<file path="src/rtl/blecw_pkg.sv">
// Shared types, constants and bit-level helpers for the BLE CRC/whitening encoder.
package blecw_pkg;

  localparam int          MAX_PACKET_DEF  = 32;
  localparam int          CNT_W           = 6;
  localparam logic [23:0] CRC_POLY        = 24'h00065B;
  localparam logic [7:0]  WHITEN_TAPS     = 8'h11;
  localparam logic [7:0]  SEED_OR         = 8'h02;
  localparam logic [5:0]  CHANNEL_RESET   = 6'd37;
  localparam logic [23:0] CRC_INIT_RESET  = 24'h555555;

  typedef enum logic [0:0] {
    REG_CHANNEL  = 1'b0,
    REG_CRC_INIT = 1'b1
  } cfg_reg_t;

  // One queued command: the byte and how the back end must treat it.
  typedef struct packed {
    logic [7:0] data;
    logic       keep;   // data byte is encoded and emitted
    logic       last;   // CRC tail follows
    logic       start;  // first byte of a packet, reload CRC and whitener
    logic       ovf;    // overflow flag carried on the CRC bytes
  } cmd_t;

  typedef struct packed {
    logic [7:0] lfsr;
    logic [7:0] data;
  } wht_t;

  function automatic logic [7:0] rev8(input logic [7:0] x);
    logic [7:0] r;
    for (int i = 0; i < 8; i++) begin
      r[i] = x[7-i];
    end
    return r;
  endfunction

  function automatic logic [7:0] seed_of(input logic [5:0] ch);
    return rev8({2'b00, ch}) | SEED_OR;
  endfunction

  // Eight CRC-24 steps, data LSB first.
  function automatic logic [23:0] crc_feed(input logic [23:0] crc, input logic [7:0] d);
    logic [23:0] c;
    logic        top;
    c = crc;
    for (int i = 0; i < 8; i++) begin
      top = c[23];
      c   = {c[22:0], 1'b0};
      if (top != d[i]) begin
        c = c ^ CRC_POLY;
      end
    end
    return c;
  endfunction

  // Eight whitening steps, data LSB first.
  function automatic wht_t whiten(input logic [7:0] lfsr, input logic [7:0] d);
    wht_t r;
    r.lfsr = lfsr;
    r.data = d;
    for (int i = 0; i < 8; i++) begin
      if (r.lfsr[7]) begin
        r.lfsr    = r.lfsr ^ WHITEN_TAPS;
        r.data[i] = ~r.data[i];
      end
      r.lfsr = {r.lfsr[6:0], 1'b0};
    end
    return r;
  endfunction

endpackage

</file>
<file path="src/rtl/ble_adv_packet_crc_whiten_core.sv">
// Top level of the BLE advertising CRC-24 and whitening encoder.
//
//  channel | direction | beat contents
//  --------+-----------+---------------------------------------------------
//  in_     | slave     | tdata = PDU byte, tlast = final PDU byte
//  out_    | master    | tdata = encoded byte, tuser = {overflow, is_crc},
//          |           | tlast = final CRC byte of the packet
//  cfg_    | write     | index 0 = channel_index, index 1 = crc_init
//
// Each input beat is accepted while the two-entry queue has room;
// a dropped byte without the last mark is accepted but never queued.
// The back end emits one output beat per cycle while the queue holds a command and
// the receiver is ready: one for a kept data byte, plus three CRC beats after a last
// byte, so a packet of N kept bytes gives N+3 beats from the single back-end encode
// step that runs the eight-step CRC and LFSR, via the queue and the output register.
// Reset is synchronous and active low; no clearing pass is needed after it.
// Either side may stall freely: the queue and the output register decouple them.
module ble_adv_packet_crc_whiten_core #(
  parameter int MAX_PACKET = blecw_pkg::MAX_PACKET_DEF
) (
  input  logic        clk,
  input  logic        rst_n,
  // in_tdata: [7:0] data_byte
  input  logic [7:0]  in_tdata,
  input  logic        in_tlast,
  input  logic        in_tvalid,
  output logic        in_tready,
  // out_tdata: [7:0] out_byte
  output logic [7:0]  out_tdata,
  // out_tuser: [0] is_crc, [1] overflow
  output logic [1:0]  out_tuser,
  output logic        out_tlast,
  output logic        out_tvalid,
  input  logic        out_tready,
  input  logic        cfg_wr_en,
  input  logic [0:0]  cfg_index,
  input  logic [23:0] cfg_wdata
);
  import blecw_pkg::*;

  logic [5:0]  channel_r;
  logic [23:0] crc_init_r;
  logic        push, pop, q_not_full, q_not_empty;
  cmd_t        push_cmd, head;
  logic        out_crc, out_ovf;

  // Configuration registers; the back end samples them at each packet start.
  always_ff @(posedge clk) begin
    if (!rst_n) begin
      channel_r  <= CHANNEL_RESET;
      crc_init_r <= CRC_INIT_RESET;
    end else if (cfg_wr_en) begin
      unique case (cfg_reg_t'(cfg_index))
        REG_CHANNEL:  channel_r  <= cfg_wdata[5:0];
        REG_CRC_INIT: crc_init_r <= cfg_wdata;
      endcase
    end
  end

  // Front end tracks the byte count and overflow, and decides what each byte means.
  blecw_front #(.MAX_PACKET(MAX_PACKET)) u_front (
    .clk      (clk),
    .rst_n    (rst_n),
    .in_valid (in_tvalid),
    .in_data  (in_tdata),
    .in_last  (in_tlast),
    .q_ready  (q_not_full),
    .in_ready (in_tready),
    .push     (push),
    .cmd      (push_cmd)
  );

  blecw_fifo u_fifo (
    .clk       (clk),
    .rst_n     (rst_n),
    .push      (push),
    .push_cmd  (push_cmd),
    .pop       (pop),
    .not_full  (q_not_full),
    .not_empty (q_not_empty),
    .head      (head)
  );

  // Back end walks each command through its data step and CRC tail.
  blecw_back u_back (
    .clk       (clk),
    .rst_n     (rst_n),
    .q_valid   (q_not_empty),
    .head      (head),
    .channel   (channel_r),
    .crc_init  (crc_init_r),
    .out_ready (out_tready),
    .pop       (pop),
    .out_valid (out_tvalid),
    .out_byte  (out_tdata),
    .out_crc   (out_crc),
    .out_last  (out_tlast),
    .out_ovf   (out_ovf)
  );

  assign out_tuser = {out_ovf, out_crc};

endmodule

</file>
<file path="src/rtl/blecw_front.sv">
// Front end: accepts PDU beats, counts bytes and classifies each one.
module blecw_front #(
  parameter int MAX_PACKET = blecw_pkg::MAX_PACKET_DEF
) (
  input  logic             clk,
  input  logic             rst_n,
  input  logic             in_valid,
  input  logic [7:0]       in_data,
  input  logic             in_last,
  input  logic             q_ready,
  output logic             in_ready,
  output logic             push,
  output blecw_pkg::cmd_t  cmd
);
  import blecw_pkg::*;

  localparam logic [CNT_W-1:0] LIMIT = CNT_W'(MAX_PACKET - 3);

  logic [CNT_W-1:0] cnt_r, cnt_nxt;
  logic             ovf_r, ovf_nxt;
  logic             keep;
  logic             accept;

  // A dropped byte without the last mark is taken and marks overflow here but never
  // queued, since the back end has nothing to emit for it.
  assign in_ready = q_ready;
  assign accept   = in_valid && q_ready;
  assign push     = accept && (keep || in_last);
  assign keep     = cnt_r < LIMIT;

  always_comb begin
    cmd.data  = in_data;
    cmd.keep  = keep;
    cmd.last  = in_last;
    cmd.start = (cnt_r == '0);
    cmd.ovf   = ovf_r || !keep;
  end

  always_comb begin
    cnt_nxt = cnt_r;
    ovf_nxt = ovf_r;
    if (accept) begin
      priority if (in_last) begin
        cnt_nxt = '0;
        ovf_nxt = 1'b0;
      end else if (keep) begin
        cnt_nxt = cnt_r + 1'b1;
      end else begin
        ovf_nxt = 1'b1;
      end
    end
  end

  always_ff @(posedge clk) begin
    if (!rst_n) begin
      cnt_r <= '0;
      ovf_r <= 1'b0;
    end else begin
      cnt_r <= cnt_nxt;
      ovf_r <= ovf_nxt;
    end
  end

endmodule

</file>
<file path="src/rtl/blecw_fifo.sv">
// Two-entry command queue between the front and back ends.
module blecw_fifo (
  input  logic             clk,
  input  logic             rst_n,
  input  logic             push,
  input  blecw_pkg::cmd_t  push_cmd,
  input  logic             pop,
  output logic             not_full,
  output logic             not_empty,
  output blecw_pkg::cmd_t  head
);
  import blecw_pkg::*;

  cmd_t       mem [2];
  logic       wr_ptr_r, rd_ptr_r;
  logic [1:0] cnt_r;

  assign not_full  = (cnt_r != 2'd2);
  assign not_empty = (cnt_r != 2'd0);
  assign head      = mem[rd_ptr_r];

  always_ff @(posedge clk) begin
    if (push) begin
      mem[wr_ptr_r] <= push_cmd;
    end
  end

  always_ff @(posedge clk) begin
    if (!rst_n) begin
      wr_ptr_r <= 1'b0;
      rd_ptr_r <= 1'b0;
      cnt_r    <= 2'd0;
    end else begin
      if (push) begin
        wr_ptr_r <= ~wr_ptr_r;
      end
      if (pop) begin
        rd_ptr_r <= ~rd_ptr_r;
      end
      cnt_r <= cnt_r + {1'b0, push} - {1'b0, pop};
    end
  end

endmodule

</file>
<file path="src/rtl/blecw_back.sv">
// Back end: runs CRC and whitening per command and drives the output register.
module blecw_back (
  input  logic             clk,
  input  logic             rst_n,
  input  logic             q_valid,
  input  blecw_pkg::cmd_t  head,
  input  logic [5:0]       channel,
  input  logic [23:0]      crc_init,
  input  logic             out_ready,
  output logic             pop,
  output logic             out_valid,
  output logic [7:0]       out_byte,
  output logic             out_crc,
  output logic             out_last,
  output logic             out_ovf
);
  import blecw_pkg::*;

  logic [23:0] crc_r, crc_nxt, crc_cur;
  logic [7:0]  wh_r, wh_cur;
  logic [1:0]  step_r, k;
  logic        out_valid_r;
  logic [7:0]  byte_r;
  logic        crc_flag_r, last_r, ovf_r;
  logic        adv, is_data, done;
  logic [7:0]  crc_byte, enc_byte;
  wht_t        w;

  assign adv     = q_valid && (!out_valid_r || out_ready);
  assign crc_cur = (head.start && step_r == 2'd0) ? crc_init : crc_r;
  assign wh_cur  = (head.start && step_r == 2'd0) ? seed_of(channel) : wh_r;
  assign is_data = head.keep && (step_r == 2'd0);
  assign k       = step_r - {1'b0, head.keep};

  always_comb begin
    unique case (k)
      2'd0:    crc_byte = crc_cur[23:16];
      2'd1:    crc_byte = crc_cur[15:8];
      default: crc_byte = crc_cur[7:0];
    endcase
    crc_nxt = crc_cur;
    if (is_data) begin
      crc_nxt = crc_feed(crc_cur, head.data);
      w       = whiten(wh_cur, head.data);
    end else begin
      w       = whiten(wh_cur, rev8(crc_byte));
    end
    enc_byte = rev8(w.data);
    done     = is_data ? !head.last : (k == 2'd2);
  end

  assign pop = adv && done;

  always_ff @(posedge clk) begin
    if (adv) begin
      crc_r      <= crc_nxt;
      wh_r       <= w.lfsr;
      byte_r     <= enc_byte;
      crc_flag_r <= !is_data;
      last_r     <= !is_data && (k == 2'd2);
      ovf_r      <= !is_data && head.ovf;
    end
  end

  always_ff @(posedge clk) begin
    if (!rst_n) begin
      step_r      <= 2'd0;
      out_valid_r <= 1'b0;
    end else begin
      if (adv) begin
        step_r      <= done ? 2'd0 : step_r + 2'd1;
        out_valid_r <= 1'b1;
      end else if (out_ready) begin
        out_valid_r <= 1'b0;
      end
    end
  end

  assign out_valid = out_valid_r;
  assign out_byte  = byte_r;
  assign out_crc   = crc_flag_r;
  assign out_last  = last_r;
  assign out_ovf   = ovf_r;

  a_last_is_crc: assert property (@(posedge clk) disable iff (!rst_n)
    out_valid_r && last_r |-> crc_flag_r)
    else $error("final beat is not a CRC byte");

  a_data_no_ovf: assert property (@(posedge clk) disable iff (!rst_n)
    out_valid_r && !crc_flag_r |-> !ovf_r)
    else $error("overflow flagged on an emitted data byte");

  a_tail_only_on_last: assert property (@(posedge clk) disable iff (!rst_n)
    q_valid && step_r != 2'd0 |-> head.last)
    else $error("CRC tail step on a command without last mark");

endmodule

</file>
<file path="config.mk">
export PLATFORM = sky130hd
export DESIGN_NAME = ble_adv_packet_crc_whiten_core
export DESIGN_NICKNAME = d
export VERILOG_FILES = /design/src/rtl/blecw_pkg.sv /design/src/rtl/ble_adv_packet_crc_whiten_core.sv /design/src/rtl/blecw_front.sv /design/src/rtl/blecw_fifo.sv /design/src/rtl/blecw_back.sv
export SDC_FILE = /design/constraint.sdc
export NUM_CORES = 1
export LEC_CHECK = 0
export BUFFER_PORTS_ARGS = -buffer_cell sky130_fd_sc_hd__buf_2
export CAP_MARGIN = 0
export CORE_MARGIN = 2
export CORE_UTILIZATION = 59
export DETAILED_ROUTE_END_ITERATION = 12
export GPL_ROUTABILITY_DRIVEN = 0
export PLACE_DENSITY = 0.85
export SLEW_MARGIN = 20
export SYNTH_ARGS = -nofsm -noshare
export SYNTH_HDL_FRONTEND = slang
export SYNTH_SLANG_ARGS = --single-unit
</file>
<file path="constraint.sdc">
create_clock -name clk -period 6.1 [get_ports clk]
set_input_delay 0.915 -clock clk [delete_from_list [all_inputs] [get_ports clk]]
set_output_delay 0.915 -clock clk [all_outputs]
set_load 0.03 [all_outputs]
</file>
Word-level counts from Yosys, hierarchy flattened

Memories as Yosys holds them, arrays and structs flattened. A register that Yosys moved wholly into a read port is not among the register bits.
Cells that the tools add are included.

Flip-flop bits (word level): 87
Bits in writable memories: 24
Input bits: 39
Output and inout port bits: 13
Word-level logic and storage cells: 176
Memories: 1

Add/subtract/negate cells: 5
Magnitude comparators: 1
Eq/ne operators: 12
Mux-type cells: 75
Bitwise operators: 42
Reduce and logical (&&, ||, !) cells: 25

Memories:

| name       | words | bits a word | read ports | clocked after Yosys merged registers in | write ports | RTL line         | text |
|---|---|---|---|---|---|---|---|
| u_fifo.mem | 2     | 12          | 1          | 1                                       | 1           | blecw_fifo.sv:14 | `cmd_t mem [2];` |

Operators by type and width:

| cell                                                | count |
|---|---|
| two-way mux 24 bit                                  | 9 |
| two-way mux 7 bit                                   | 14 |
| two-way mux 11 bit                                  | 8 |
| two-way mux 5 bit                                   | 13 |
| inverter 7 bit                                      | 8 |
| inverter 2 bit                                      | 15 |
| two-way mux 6 bit                                   | 4 |
| two-way mux 1 bit                                   | 23 |
| inverter 1 bit                                      | 19 |
| two-way mux 16 bit                                  | 1 |
| case mux 8 bit (2 select lines)                     | 1 |
| logical AND 1 bit                                   | 8 |
| two-way mux 8 bit                                   | 1 |
| != test 1 bit                                       | 8 |
| AND reduction 2 bit                                 | 4 |
| adder 6 x 1 -> 6 bit (second input constant)        | 1 |
| logical NOT 6 bit                                   | 1 |
| < comparator 6 x 5 -> 1 bit (second input constant) | 1 |
| nonzero test 2 bit                                  | 3 |
| logical NOT 1 bit                                   | 4 |
| logical NOT 2 bit                                   | 2 |
| != test 2 bit (second input constant)               | 2 |
| subtractor 2 x 1 -> 2 bit                           | 2 |
| logical OR 1 bit                                    | 3 |
| other kinds (5)                                     | 5 |

Depth between registers and ports, before layout

Gate-level depths: netlist (run 1).

Word-level depth: 27
Mapped depth: 11
Gate-level depth less buffers: 10

Modules after synthesis

From an unflattened synthesis (run 1), not the netlist that was laid out.

Cells, all modules: 520
Area, all modules: 5979.5 um^2

By module, submodules not included:

| module                         | instances | cells each | area each (um^2) | seq. area each (um^2) |
|---|---|---|---|---|
| blecw_back                     | 1         | 261        | 3094.2           | 1321.3 |
| ble_adv_packet_crc_whiten_core | 1         | 137        | 1301.2           | 600.6 |
| blecw_fifo                     | 1         | 58         | 1094.8           | 820.8 |
| blecw_front                    | 1         | 64         | 489.2            | 140.1 |

Least setup slack after synthesis (run 1)

OpenSTA, ideal clock, no wires.

Path kind: input -> register
Start: input out_tready
End: register u_fifo.cnt_r[1]
Library setup time: 0.116 ns
Data arrival time: 4.443 ns
Required time: 5.984 ns
Path slack: 1.542 ns
Stages on the path: 8
Path buffers: 0
Path through: nor2b_1 nor2_1 o21ai_1 xnor2_1 ha_1 xnor2_1 or3_1 and3_1

Cells in the longest elaborated chain, start to end: 4

Ends and longest elaborated chain:

| what                      | RTL line                             | text |
|---|---|---|
| start, declared           | ble_adv_packet_crc_whiten_core.sv:34 | `input logic out_tready,` |
| logical OR 1 bit          | blecw_back.sv:29                     | `assign adv = q_valid && (!out_valid_r \|\| out_ready);` |
| logical AND 1 bit         | blecw_back.sv:29                     |  |
| named net u_back.adv      | blecw_back.sv:25                     | `logic adv, is_data, done;` |
| logical AND 1 bit         | blecw_back.sv:52                     | `assign pop = adv && done;` |
| subtractor 2 x 1 -> 2 bit | blecw_fifo.sv:40                     | `cnt_r <= cnt_r + {1'b0, push} - {1'b0, pop};` |
| end signal, assigned      | blecw_fifo.sv:40                     |  |
| end, declared             | blecw_fifo.sv:16                     | `logic [1:0] cnt_r;` |

The timed path passes the listed nets, and every way through them passes these cells.
A chain may end at the register's enable or synchronous reset.

==> results of run 1 <==
cell usage after synthesis (5+ instances only):
| cell type | instances | area, µm² |
|---|---|---|
| nor2_1 | 18 | 67.56 |
| xnor2_2 | 7 | 113.9 |
| and2_1 | 7 | 43.79 |
| nand3_1 | 15 | 75.07 |
| nand2_1 | 75 | 281.5 |
| xor2_1 | 26 | 227.7 |
| xnor2_1 | 36 | 315.3 |
| edfxtp_1 | 66 | 1982 |
| nor2b_1 | 6 | 37.54 |
| a21oi_1 | 9 | 45.04 |
| clkbuf_1 | 14 | 52.55 |
| o21ai_0 | 15 | 75.07 |
| ha_1 | 5 | 62.56 |
| dfxtp_1 | 45 | 900.9 |
| mux2i_1 | 62 | 620.6 |
| inv_1 | 8 | 30.03 |
| a21boi_0 | 15 | 112.6 |
worst max-delay path: stages (launching register included):
cell     delay (ns)
dfxtp_1        0.74
mux2_2         0.42
ha_1           0.23
xor2_2         0.57
and3_1         0.27
o21ai_1        0.17
xnor2_1        0.22
ha_1           0.21
xnor2_1        0.13
or3_1          0.31
and3_1         0.18
cells by family after synthesis:
family / count (synthesis) / share of synthesized area [%]
adder cells (fa/ha/maj): 5 / 1.122
AND/OR/NAND/NOR: 132 / 10.41
flip-flops: 111 / 51.68
buffers and inverters: 33 / 2.804
AO/OA/AOI/OAI: 52 / 6.012
XOR/XNOR: 75 / 14.42
multiplexers: 71 / 13.55
per-stage QoR:
stage          instance area (µm²)  total power, W  std cells
6_report                      6062        0.003906        634
5_1_grt                       6062        0.004130        634
4_1_cts                       6055        0.003903        634
3_5_place_dp                  5864        0.003470        618
3_3_place_gp                  5864        0.003399        618
2_1_floorplan                 5578        0.003084        479
worst max-delay path by stage:
stage / startpoint / end / cells after the start
finish: flop / u_fifo.cnt_r[1] / 10
global route: flop / u_fifo.cnt_r[1] / 10
global placement: flop / u_fifo.cnt_r[1] / 10
detailed placement: flop / u_fifo.cnt_r[1] / 10
CTS: flop / u_fifo.cnt_r[1] / 10
floorplan: out_tready / u_fifo.cnt_r[1] / 8
routing by layer:
metal / routed length [µm] / share of wire, % / global-route usage [%] / up-vias
met1: 4661 / 44 / 26.66 / 1695
met4: 263 / 2.5 / 9.875 / 0
li1: - / - / - / 1735
met3: 365 / 3.5 / 3.520 / 21
met5: 0 / 0 / 0 / -
met2: 5242 / 50 / 37.44 / 82
sequential cells by signal (all words and copies together), names as in the netlist, named ones only:
register	flops
crc_init_r	24
u_fifo.cnt_r	2
u_back.out_ovf	1
u_back.wh_r	7
u_front.cnt_r	6
u_fifo.rd_ptr_r	1
u_fifo.wr_ptr_r	1
u_back.out_byte	8
u_back.out_valid	1
u_back.out_last	1
u_back.crc_r	24
u_front.ovf_r	1
u_fifo.mem	24
channel_r	6
u_back.step_r	2
u_back.out_crc	1
report_power, final:
group	total (W)	leakage (nW)	switching, W	internal [W]
logic	0.00217	1.37	0.00119	0.000985
registers	0.00131	0.985	0.000105	0.00120
clock network	0.000423	0.102	0.000249	0.000174
total	0.00391	2.45	0.00154	0.00236
layout make-up:
type | instances | area (µm²) | share of cell area [%]
multi-input cells | 335 | 2554 | 42.13
clock inverters | 6 | 41.29 | 0.6811
well taps | 111 | 138.9 | 2.291
inverters | 9 | 33.78 | 0.5573
repair buffers | 52 | 262.8 | 4.334
flip-flops and latches | 111 | 2883 | 47.55
clock buffers | 10 | 148.9 | 2.456
==> PnR_summary.wiki, run 1 <==
{| class="wikitable"
! Metric !! Value
|-
| Final worst path period share || 58.22%
|-
| Die Span X || around 100 µm
|-
| Remaining global-route overflow || 0
|-
| Mean instance size in the synthesized netlist || 11.64 µm²
|-
| Proportion of synthesized chip area in sequential cells || 51.68%
|-
| Number of H-tree levels || 3
|-
| Starting DRT DRC Count || 164
|-
| Pin count of the biggest net entering global routing || 46
|-
| # port buffers || 51
|-
| Number of antenna repair diodes || 0
|-
| Power Density || 644.4 nW/µm²
|-
| Detailed-placement wirelength estimate || 7.570 mm
|-
| Leading cell type in the layout, fill and taps excluded || nand2_1
|-
| Number of fill cells in the layout || 707
|-
| Std-Cell Rows || 35
|-
| Total negative setup slack || 0 ns
|-
| Worst setup slack after placement || 2.263 ns
|-
| Utilization after layout || around 66%
|-
| Worst Path Class, Setup || flop to flop
|-
| Die outline area || 10250 µm²
|-
| First-pass GRT wire length || 16.86 mm
|-
| Maximum net fanout on the critical path || 17
|-
| DRT Wirelength || 10.53 mm
|-
| Clock period minus final worst setup slack || about 3.6 ns
|-
| Critical register-to-register path endpoint || u_fifo.cnt_r[1]
|-
| Hold slack final || about 0.47 ns
|-
| Worst Hold Class || flop to flop
|-
| Gate count of the mapped netlist || 479
|-
| Via count of the first global-routing pass || 3530
|-
| Clock latency at the later pin of the worst-skew pair || 0.38 ns
|-
| Highest clock rate || 0.2816 GHz
|-
| Clock skew after layout || approximately 0.017 ns
|-
| First-pass DRT Iterations || 4
|-
| Most frequent cells in the layout || 75 x nand2_1, 66 x edfxtp_1, 62 x mux2i_1
|-
| Layout overhead on the synthesized area || 8.681%
|-
| Maximum vdd drop || 0.2958 mV
|-
| TritonCTS clock tree || done
|-
| Routed WL per cell || 16.61 µm
|-
| Hold Path Sink || u_front.ovf_r
|-
| Asr flop ratio synth || 0%
|-
| Worst endpoint required time || 6.37 ns
|-
| Static leakage power || between 2 and 2.5 nW
|-
| Worst Setup Start Kind || flop
|-
| Final #Nets || 562
|-
| Reg2reg setup slack || 2.55 ns
|-
| Number of nets produced by synthesis || 523
|-
| Crit path capture type || flop
|-
| Number of warnings issued by yosys || 0
|-
| Hold Startpoint || u_front.ovf_r
|-
| Number of synthesized flops with an enable pin || 66
|-
| Post-CTS repair timing setup buffer count || 0
|-
| Total number of vias || 3533
|-
| Clock transition at the registers of the reported paths || 0.10 ns
|-
| Count of pins on the block boundary || 52
|-
| Post-synth cell types || between 40 and 50
|-
| Synth Register Bits || 111
|-
| Cell count of the worst hold path || 2
|-
| Hold buffer count at CTS || 0
|-
| Remaining antenna violation count || 0
|-
| Via density per instance || 5.573
|-
| Number of sinks on the clock net || roughly 110
|-
| Starting density of the core || 60.65%
|-
| RSZ-0062 raised after global routing || no
|-
| Max-Slew Margin vs Limit || a little under 30%
|-
| Remaining routing DRC violations || 0
|-
| Slew at the pin closest to its max-slew limit || about 1.1 ns
|-
| Height of the die || 101.2 µm
|-
| Data arrival at the endpoint of the critical path || 3.82 ns
|-
| Number of resized instances in the post-cts repair step || 0
|-
| Antenna violations before repair || 0
|-
| Max-cap violations || 0
|-
| Result of the run || complete, no violations
|-
| Most used flip-flop cell after synthesis || edfxtp_1
|-
| # setup viols final || 0
|-
| Core region area || 9196 µm²
|-
| Final hold violations || 0
|-
| Setup slack after layout || 2.549 ns
|-
| Final slew viol count || 0
|-
| CTS max path bufs || 2
|-
| Overall routing resource usage || approximately 22%
|-
| Root buffer selected by CTS || clkbuf_8
|-
| Layout cell share with drive strength beyond 1 || 17.40%
|-
| TritonCTS buffer count || 9
|-
| Depth of the worst register-to-register path || 10
|-
| Area of the mapped netlist || 5578 µm²
|}
Power figures use the tool's default switching activity.
==> run 2, diff against run 1 <==
==> constraint.sdc (replaced) <==
create_clock -name clk -period 3.4 [get_ports clk]
set_input_delay 0.51 -clock clk [delete_from_list [all_inputs] [get_ports clk]]
set_output_delay 0.51 -clock clk [all_outputs]
set_load 0.03 [all_outputs]
==> PnR_summary.wiki, run 2 (synthesis results as in run 1) <==
{| class="wikitable"
! Metric !! Value
|-
| Slew at the pin closest to its max-slew limit || 0.8921 ns
|-
| Die Span X || 101.2 µm
|-
| Data arrival at the endpoint of the critical path || 3.16 ns
|-
| Clock skew after layout || 0.01157 ns
|-
| Remaining routing DRC violations || 0
|-
| Total number of vias || 3532
|-
| Via density per instance || ~5.5
|-
| Die outline area || 10250 µm²
|-
| Max-Slew Margin vs Limit || between 40% and 50%
|-
| Starting DRT DRC Count || 248
|-
| First-pass GRT wire length || around 17 mm
|-
| Setup slack after layout || 0.4497 ns
|-
| Detailed-placement wirelength estimate || 7.964 mm
|-
| Maximum vdd drop || 0.4718 mV
|-
| Final worst path period share || 86.77%
|-
| TritonCTS clock tree || done
|-
| Clock transition at the registers of the reported paths || 0.10 ns
|-
| Worst endpoint required time || 3.61 ns
|-
| Power Density || 1166 nW/µm²
|-
| Overall routing resource usage || between 20% and 30%
|-
| # port buffers || 51
|-
| Number of resized instances in the post-cts repair step || 0
|-
| Via count of the first global-routing pass || 3582
|-
| Post-CTS repair timing setup buffer count || 0
|-
| Total negative setup slack || 0 ns
|-
| Number of H-tree levels || 3
|-
| Number of sinks on the clock net || between 100 and 150
|-
| First-pass DRT Iterations || 4
|-
| Sequential cell area in the final layout || 2883 µm²
|-
| Hold slack final || 0.3211 ns
|-
| Remaining antenna violation count || 0
|-
| Antenna violations before repair || 0
|-
| Result of the run || complete, no violations
|-
| Pin count of the biggest net entering global routing || 45
|-
| Worst setup slack after placement || 0.4929 ns
|-
| Worst Hold Class || input port to flop
|-
| Hold Startpoint || in_tdata[0]
|-
| CTS max path bufs || 2
|-
| Static leakage power || 2.472 nW
|-
| Utilization after layout || 66.18%
|-
| # setup viols final || 0
|-
| Crit path capture type || flop
|-
| DRT Wirelength || between 10 and 15 mm
|-
| Max-cap violations || 0
|-
| RSZ-0062 raised after global routing || no
|-
| Highest clock rate || 0.3390 GHz
|-
| Hold buffer count at CTS || 0
|-
| Overall power || 0.007095 W
|-
| Number of fill cells in the layout || 717
|-
| Number of antenna repair diodes || 0
|-
| Worst Path Class, Setup || flop to flop
|-
| Layout overhead on the synthesized area || 9.107%
|-
| Root buffer selected by CTS || clkbuf_8
|-
| Count of pins on the block boundary || 52
|-
| Regs by FF count || crc_init_r (24), u_back.crc_r (24), u_fifo.mem (24)
|-
| Std-Cell Rows || 35
|-
| Starting density of the core || 60.65%
|-
| Worst Setup Start Kind || flop
|-
| Final #Nets || 568
|-
| Height of the die || 101.2 µm
|-
| TritonCTS buffer count || 9
|-
| Clock period minus final worst setup slack || 2.950 ns
|-
| Remaining global-route overflow || 0
|-
| Most frequent cells in the layout || 75 x nand2_1, 66 x edfxtp_1, 62 x mux2i_1
|-
| Combined area of the multi-input logic cells || approximately 2500 µm²
|-
| Maximum net fanout on the critical path || 25
|-
| Leading cell type in the layout, fill and taps excluded || nand2_1
|-
| Final slew viol count || 0
|-
| Layout cell share with drive strength beyond 1 || a little under a fifth
|-
| Routed WL per cell || 17.07 µm
|-
| Core region area || 9196 µm²
|-
| Final hold violations || 0
|-
| Clock latency at the later pin of the worst-skew pair || 0.38 ns
|}
-- run 2: cell count changes in the layout (fill, tap and decap cells not counted) --
cell	previous run	this run
xor2_2	1	0
clkinv_2	3	0
clkbuf_16	1	0
buf_4	1	7
clkinv_4	2	1
inv_6	1	2
inv_4	0	3
clkinvlp_4	0	1
xor2_1	25	26
-- run 2: path summary, 6_finish.rpt --
check                      to  slack [ns]  cells after the start
max reg2reg   u_back.crc_r[7]        0.45                      7
max           u_back.crc_r[7]        0.45                      7
min          u_fifo.mem[1][4]        0.32                      1
min reg2reg     u_front.ovf_r        0.47                      2
-- run 2: worst max-delay path, stage by stage, from the launching register on --
cell and delay [ns]:
dfxtp_1 0.40, mux2_4 0.34, nand2_4 0.39, mux2i_2 0.38, xnor2_2 0.20, xnor2_1 0.39, xor3_1 0.50, mux2i_1 0.19
-- run 2: power by group --
part	switching, W	internal (W)	leakage, nW	total [W]
Clock	0.000464	0.000275	0.0914	0.000739
Sequential	0.000171	0.00216	0.985	0.00233
Combinational	0.00222	0.00180	1.40	0.00402
-- run 2: metal layers --
layer | track usage [%] | part of all wire, %
met2 | 39.68 | 51
met4 | 8.836 | 1.8
met1 | 27.83 | 44
met5 | 0 | 0
met3 | 3.451 | 3.6
-- run 2: per-stage QoR --
stage	cell area [µm²]	std cells
after floorplan	5580	479
after global placement	5909	624
after detailed placement	5909	624
after CTS	6086	640
after global routing	6086	640
final	6086	640
-- run 2: layout make-up --
type | instances | share of cell area, %
clock buffer | 9 | 2.035
tap | 111 | 2.282
multi-input combinational | 335 | 41.84
timing repair buffer | 58 | 5.058
inverter | 9 | 0.5551
clock inverter | 7 | 0.8635
sequential | 111 | 47.37
